$ cat src/rtl/image_convolution_3x3_macros.svh
// Assertion macros for the 3x3 convolution block.
// Used by the top level; expects clk_i and rst_ni in scope.
`ifndef IMAGE_CONVOLUTION_3X3_MACROS_SVH
`define IMAGE_CONVOLUTION_3X3_MACROS_SVH

// Same-cycle implication.
`define IC3_ASSERT_NOW(label, ante, cons, msg) \
  label: assert property (@(posedge clk_i) disable iff (!rst_ni) (ante) |-> (cons)) \
    else $error(msg);

// Next-cycle implication.
`define IC3_ASSERT_NEXT(label, ante, cons, msg) \
  label: assert property (@(posedge clk_i) disable iff (!rst_ni) (ante) |=> (cons)) \
    else $error(msg);

`endif

$ cat src/rtl/ic3_pkg.sv
// Shared types and constants for the 3x3 convolution block.
// No dependencies.
package ic3_pkg;

  localparam int MaxWidthDef  = 1024;
  localparam int MaxHeightDef = 1024;
  localparam int CfgIdxW      = 3;
  localparam int CfgDataW     = 48;
  localparam int CoefW        = 16;
  localparam int AccW         = 28;
  localparam int WsumW        = 20;
  localparam int QuotW        = 8;
  localparam int StepW        = 3;
  localparam int NumChan      = 3;

  typedef enum logic {
    CMD_PIXEL = 1'b0,
    CMD_DRAIN = 1'b1
  } cmd_e;

  typedef enum logic [CfgIdxW-1:0] {
    CFG_COEF_TOP    = 3'd0,
    CFG_COEF_MID    = 3'd1,
    CFG_COEF_BOTTOM = 3'd2,
    CFG_WIDTH       = 3'd3,
    CFG_HEIGHT      = 3'd4,
    CFG_GRAY        = 3'd5
  } cfg_idx_e;

  typedef enum logic [2:0] {
    ST_IDLE,
    ST_MAC,
    ST_FLUSH,
    ST_PREP,
    ST_DIV,
    ST_LOAD
  } state_e;

  typedef struct packed {
    cmd_e       command;
    logic [7:0] red_in;
    logic [7:0] green_in;
    logic [7:0] blue_in;
  } in_item_t;

  typedef struct packed {
    logic [7:0] red_out;
    logic [7:0] green_out;
    logic [7:0] blue_out;
    logic       frame_end;
  } out_item_t;

  typedef struct packed {
    logic       take;
    logic       rd;
    logic [1:0] ty;
    logic [1:0] tx;
    logic       prep;
    logic       step;
    logic       load;
  } ctrl_cmd_t;

  typedef struct packed {
    logic emit_req;
    logic out_free;
  } ctrl_stat_t;

endpackage

$ cat src/rtl/ic3_ctrl.sv
// Sequencer for the 3x3 convolution: accept, nine-tap MAC, divide, load.
// Depends on ic3_pkg.
module ic3_ctrl (
  input  logic                  clk_i,
  input  logic                  rst_ni,
  input  logic                  in_valid_i,
  output logic                  in_ready_o,
  input  ic3_pkg::ctrl_stat_t   stat_i,
  output ic3_pkg::ctrl_cmd_t    cmd_o
);

  localparam logic [1:0] TapLast = 2'd2;
  localparam logic [ic3_pkg::StepW-1:0] StepLast = ic3_pkg::StepW'(ic3_pkg::QuotW - 1);

  ic3_pkg::state_e state_q, state_d;
  logic [1:0] ty_q, ty_d, tx_q, tx_d;
  logic [ic3_pkg::StepW-1:0] step_q, step_d;

  always_ff @(posedge clk_i or negedge rst_ni) begin
    if (!rst_ni) begin
      state_q <= ic3_pkg::ST_IDLE;
      ty_q    <= '0;
      tx_q    <= '0;
      step_q  <= '0;
    end else begin
      state_q <= state_d;
      ty_q    <= ty_d;
      tx_q    <= tx_d;
      step_q  <= step_d;
    end
  end

  always_comb begin
    state_d    = state_q;
    ty_d       = ty_q;
    tx_d       = tx_q;
    step_d     = step_q;
    in_ready_o = 1'b0;
    cmd_o      = '0;
    unique case (state_q)
      ic3_pkg::ST_IDLE: begin
        in_ready_o = 1'b1;
        if (in_valid_i) begin
          cmd_o.take = 1'b1;
          if (stat_i.emit_req) begin
            state_d = ic3_pkg::ST_MAC;
            ty_d    = '0;
            tx_d    = '0;
          end
        end
      end
      ic3_pkg::ST_MAC: begin
        cmd_o.rd = 1'b1;
        cmd_o.ty = ty_q;
        cmd_o.tx = tx_q;
        if (tx_q == TapLast) begin
          tx_d = '0;
          if (ty_q == TapLast) begin
            state_d = ic3_pkg::ST_FLUSH;
          end else begin
            ty_d = ty_q + 2'd1;
          end
        end else begin
          tx_d = tx_q + 2'd1;
        end
      end
      ic3_pkg::ST_FLUSH: begin
        state_d = ic3_pkg::ST_PREP;
      end
      ic3_pkg::ST_PREP: begin
        cmd_o.prep = 1'b1;
        step_d     = '0;
        state_d    = ic3_pkg::ST_DIV;
      end
      ic3_pkg::ST_DIV: begin
        cmd_o.step = 1'b1;
        step_d     = step_q + 1'b1;
        if (step_q == StepLast) begin
          state_d = ic3_pkg::ST_LOAD;
        end
      end
      ic3_pkg::ST_LOAD: begin
        if (stat_i.out_free) begin
          cmd_o.load = 1'b1;
          state_d    = ic3_pkg::ST_IDLE;
        end
      end
      default: begin
        state_d = ic3_pkg::ST_IDLE;
      end
    endcase
  end

endmodule

$ cat config.mk
export PLATFORM = sky130hd
export DESIGN_NAME = ic3_ctrl
export DESIGN_NICKNAME = d
export VERILOG_FILES = /design/src/rtl/image_convolution_3x3_macros.svh /design/src/rtl/ic3_pkg.sv /design/src/rtl/ic3_ctrl.sv
export SDC_FILE = /design/constraint.sdc
export NUM_CORES = 1
export LEC_CHECK = 0
export ABC_AREA = 0
export BUFFER_PORTS_ARGS = -buffer_cell sky130_fd_sc_hd__buf_2
export CORE_AREA = 4 4 51 53
export DETAILED_ROUTE_END_ITERATION = 6
export DIE_AREA = 0 0 55 57
export GPL_TIMING_DRIVEN = 0
export PLACE_DENSITY = 0.58
export SLEW_MARGIN = 5
export SYNTH_ARGS = -nofsm -noshare
export SYNTH_HDL_FRONTEND = slang
export SYNTH_SLANG_ARGS = --single-unit
$ cat constraint.sdc
create_clock -name clk_i -period 1.5 [get_ports clk_i]
set_input_delay 0.375 -clock clk_i [delete_from_list [all_inputs] [get_ports clk_i]]
set_output_delay 0.375 -clock clk_i [all_outputs]
set_load 0.01 [all_outputs]
Yosys cells after proc, flatten, opt, wreduce, memory -nomap -nowiden
Cells that the tools add are included.

Bits in registers: 10. Latch bits: 0. RAM bits: 0. Bits in read-only memories: 0. Output and inout port bits: 10. Logic and storage cells: 51. Memories kept: 0.

Add/sub/neg operators: 3. Multipliers: 0. Divide/modulo/power cells: 0. Order comparisons: 0. Eq/ne operators: 15. Shifts and indexed selects: 0. Multiplexer cells: 23. Bitwise gates (word level): 0. Reductions and logical operators: 6.

Operators by type and width (count): 3-bit 2-to-1 mux (6); 3-bit case mux with 6 select lines (1); 2-bit != test (second input constant) (7); 2-bit 2-to-1 mux (5); 3-bit equality test (second input constant) (3); 2-bit case mux with 2 select lines (2); 1-bit 2-to-1 mux (7); 3-bit by 2-bit equality test with 1-bit output (second input constant) (2); 3-bit case mux with 2 select lines (1); 6-bit AND reduction (1); 5-bit 2-to-1 mux (1); 5-bit AND reduction (1); 2-bit by 1-bit adder with 2-bit output (second input constant) (2); 2-bit equality test (second input constant) (2); 2-bit nonzero test (2); 3-bit by 1-bit adder with 3-bit output (second input constant) (1); 3-bit by 1-bit equality test with 1-bit output (second input constant) (1); 3-bit logical NOT (1); 3-bit AND reduction (1).

Logic depth before layout (Yosys ltp)
Depth after elaboration: 4. Depth in mapped cells: 5. Gate-level depth less buffers: 5.

Worst setup path after synthesis
No wires, ideal clock.

Path type: reg2reg. Start: register state_q[0]. End: register step_q[0] (netlist name). Arrival: 1.478 ns. Required time: 1.375 ns. Setup slack: -0.102 ns. Stages on the path, launching flop included: 5. Buffers on the path: 1. Path through: dfrtp_1 clkbuf_8 nor3_1 nor2_1 mux2_2.

Word-level cells in the longest chain between the ends: 2. Elaborated cells between the ends (all ways): 4. Classes of those cells: eq/ne: 2; mux: 1; reduce/logical: 1.

RTL lines: start, declared (line ic3_ctrl.sv:15) `ic3_pkg::state_e state_q, state_d;`; start signal, assigned (line ic3_ctrl.sv:21) `state_q <= ic3_pkg::ST_IDLE;`; start signal, assigned (line ic3_ctrl.sv:26) `state_q <= state_d;`; 3-bit equality test or 3-bit by 2-bit equality test with 1-bit output (tied branches) (line ic3_ctrl.sv:40) `unique case (state_q)`; 3-bit case mux with 2 select lines or 2-bit nonzero test (tied branches); end signal, assigned (line ic3_ctrl.sv:29) `step_q <= step_d;`; end, declared (line ic3_ctrl.sv:17) `logic [ic3_pkg::StepW-1:0] step_q, step_d;`.

Parallel ways exist; a longest one is shown, timed or not. A chain may end at the register's enable or synchronous reset.

==> impl_metrics.csv <==
group,metric,value,unit
timing,finalClockSkew,0.00555,ns
route,drt-total-wl,1560,um
cts,cts_buffer_depth,2,
place,routabilityCongestion,0.665,
power_and_ir_drop,p_leak,0.486,nW
worst_hold_path,min_path_type,"in -> reg",
floorplanning,ios,15,
power_and_ir_drop,p_per_area,2160,nW/um^2
synth,synthCells,61,
global_route,use_met1,13.2,%
status,outcome,"complete, but fails checks",
synth,synth.yosys.seq_area_share,40.0,%
synth,syn_area_per_cell,10.3,um^2
global_route,grt_use_total,10.6,%
cts,root_buffer,"clkbuf_4",
floorplanning,row_count,17,
cts,clk_pin_slew,0.07,ns
finish,fin_nets,102,
finish,fillCellCount,212,
cts,cts_tree,"done",
power_and_ir_drop,ir_drop,1.04,mV
critical_path,crit_chain,"or2_4 -> nor2_4 -> and2_1 -> buf_2",
critical_path,path_class,"reg -> out",
finish,seqCellArea,253,um^2
global_route,grt_max_degree,11,
finish,drive_gt1_share,59.1,%
synth,syn_area,626,um^2
route,wl_per_cell,12.9,um
status,violations,"setup timing",
power_and_ir_drop,total_power,2.17,mW
route,vias,593,
timing,maxSlewHeadroom,83.5,%
global_route,grt_pass1_vias,592,
synth,yosys_warnings,0,
global_route,top_usage_layer,"met2",
route,vias_per_cell,4.90,
global_route,gr-usage-met3,4.96,%
place,dp_hpwl,967,um
synth,yosysUniqueCellTypes,27,
critical_path,cp-end-kind,"primary output",
synth,synth_nets,69,
route,ant_nets,0,
critical_path,cp_top_family,"simple AND/OR/NAND/NOR gates",
place,numPortBuffers,14,
cts,clk_latency,0.27,ns
cts,cts_max_level,1,
critical_path,timing.rr.start,"step_q[1]",
global_route,use_met2,17.2,%
route,first_iter_violations,4,
critical_path,critical_path_required,1.12,ns
floorplanning,start_util,29.1,%
finish,final_cells,121,
critical_path,cp-startpoint,"state_q[2]",
timing,final_hold_viol_count,0,
worst_hold_path,min_from,"stat_i[0]",
timing,period_share,113,%
timing,rsz0062_at_grt,"true",
timing,max_freq,0.591,GHz
critical_path,critPathBufInv,1,
timing,slew_viol_final,0,
cts,clock-sinks,10,
critical_path,critPathArrivalTime,1.32,ns
global_route,overflow,0,
global_route,antenna_found_initial,0,
flow_run,maxCapViolations,0,
synth,synth_seq_cells,10,
timing,setup_violations,13,
cts,cts_buffers,3,
timing,min_period,1.69,ns
timing,fin_ws,-0.191,ns
floorplanning,die_w,55,um
critical_path,cp_slowest_cell,"dfrtp_2",
global_route,grt_pass1_wl,2480,um
route,drc,0,
finish,antenna_cells,0,
floorplanning,fp.dieH,57,um
place,dp.cells,103,
critical_path,slowest_delay,0.44,ns
finish,area_growth_syn_to_layout,60.0,%
critical_path,critical_path.startpoint_type,"flop",
floorplanning,die_area,3140,um^2
critical_path,critPathMaxFanout,4,
route,first_pass_iters,2,
timing,max_slew.worst_pin.slew,0.248,ns
finish,multi_input_area,413,um^2
floorplanning,core,2150,um^2
==> repair_timing <==
action,4_1_cts,5_1_grt
pin swaps,5,8
hold buffers,1,0
setup endpoints to repair,13,14
resized for setup,9,14
buffers inserted,9,5
endpoints found under the hold margin,10,0
==> routing by layer <==
layer / vias up / share of wire (%)
met1: 286 / 42
met3: 0 / 6.7
met2: 14 / 51
met5: - / 0
li1: 293 / -
met4: 0 / 0
==> area by class of cell <==
class	instances	area share, %
plain buffers	1	1.37
clock buffers	4	3.62
inverters	3	1.50
multi-input cells	46	41.3
flip-flops and latches	10	25.2
well taps	28	3.50
repair buffers	29	23.5
==> placed cells by master (no fill, tap or decap), drive strengths merged <==
| master | instances |
|---|---|
| ha | 3 |
| and2 | 2 |
| dfrtp | 10 |
| a21oi | 5 |
| nor3 | 1 |
| a21o | 1 |
| inv | 2 |
| o21ai | 4 |
| and2b | 2 |
| o211a | 1 |
| a311o | 1 |
| a22o | 5 |
| nor2 | 5 |
| clkinvlp | 1 |
| and3 | 6 |
| dlygate4sd3 | 1 |
| buf | 28 |
| o211ai | 1 |
| clkbuf | 5 |
| mux2 | 1 |
| or2b | 1 |
| nand3b | 2 |
| a21bo | 1 |
| nand2 | 1 |
| mux4 | 1 |
| or2 | 1 |
| nand3 | 1 |
==> flip-flops by register name, summed over array words and instances, names as in the netlist <==
name,flops
state_q,3
tx_q,2
step_q,3
ty_q,2
==> tightest hold or removal path, delay by kind of cell <==
family | cells | cell delay (ns)
buffers and inverters | 1 | 0.10
AOI/OAI and AO/OA | 2 | 0.23
==> Yosys cell counts <==
cell type / n / area, um^2
nand2_1: 1 / 3.75
nor2_1: 5 / 18.8
o211a_1: 1 / 10.0
and2_2: 1 / 7.51
buf_6: 1 / 11.3
a21o_1: 1 / 7.51
ha_1: 3 / 37.5
nand3b_1: 2 / 15.0
mux4_2: 1 / 22.5
and2_1: 1 / 6.26
or2_4: 1 / 8.76
nor3_1: 1 / 5.00
clkbuf_8: 1 / 13.8
and3_2: 1 / 7.51
or2b_1: 1 / 7.51
dfrtp_1: 10 / 250
inv_1: 3 / 11.3
mux2_2: 1 / 11.3
o211ai_1: 1 / 7.51
and2b_2: 2 / 17.5
a21bo_1: 1 / 10.0
a21oi_1: 5 / 25.0
a311o_1: 1 / 10.0
a22o_1: 5 / 43.8
nand3_1: 1 / 5.00
o21ai_0: 4 / 20.0
and3_1: 5 / 31.3
==> logic make-up (layout without fill, tap and decap cells) <==
group	after synthesis	in the layout	share of synthesized area [%]
adder cells (fa/ha/maj)	3	3	6.00
AO/OA/AOI/OAI	19	19	21.4
buffers and inverters	5	37	5.80
flip-flops	10	10	40.0
AND/OR/NAND/NOR	22	22	21.4
multiplexers	2	2	5.40
==> path summary, 6_finish.rpt <==
kind | to | cells past startpoint | slack [ns]
max in group asynchronous | state_q[0] | 2 | 0.78
min | state_q[2] | 3 | 0.47
max reg2reg | state_q[0] | 5 | -0.09
max | cmd_o[8] | 4 | -0.19
min reg2reg | tx_q[0] | 1 | 0.53
min in group asynchronous | state_q[1] | 2 | 0.50
==> through the flow <==
step / area [um^2] / utilization (%) / hold slack, ns / worst slack (ns) / setup TNS [ns]
2_1_floorplan: 636 / - / 0.0794 / -0.0444 / -0.0850
3_3_place_gp: 741 / 34.5 / 0.255 / -0.108 / -0.274
3_5_place_dp: 741 / 34.5 / 0.254 / -0.129 / -0.331
4_1_cts: 903 / 42.1 / 0.458 / -0.217 / -2.15
5_1_grt: 1000 / 46.6 / 0.478 / -0.272 / -2.72
6_report: 1000 / 46.6 / 0.475 / -0.191 / -1.74
==> where the power goes <==
part	leakage (nW)	internal (mW)	switching (mW)
registers	0.126	0.387	0.105
logic	0.339	0.829	0.602
clock network	0.0210	0.147	0.0947
total	0.486	1.36	0.802
No activity file was read; power rests on OpenSTA's default activity.
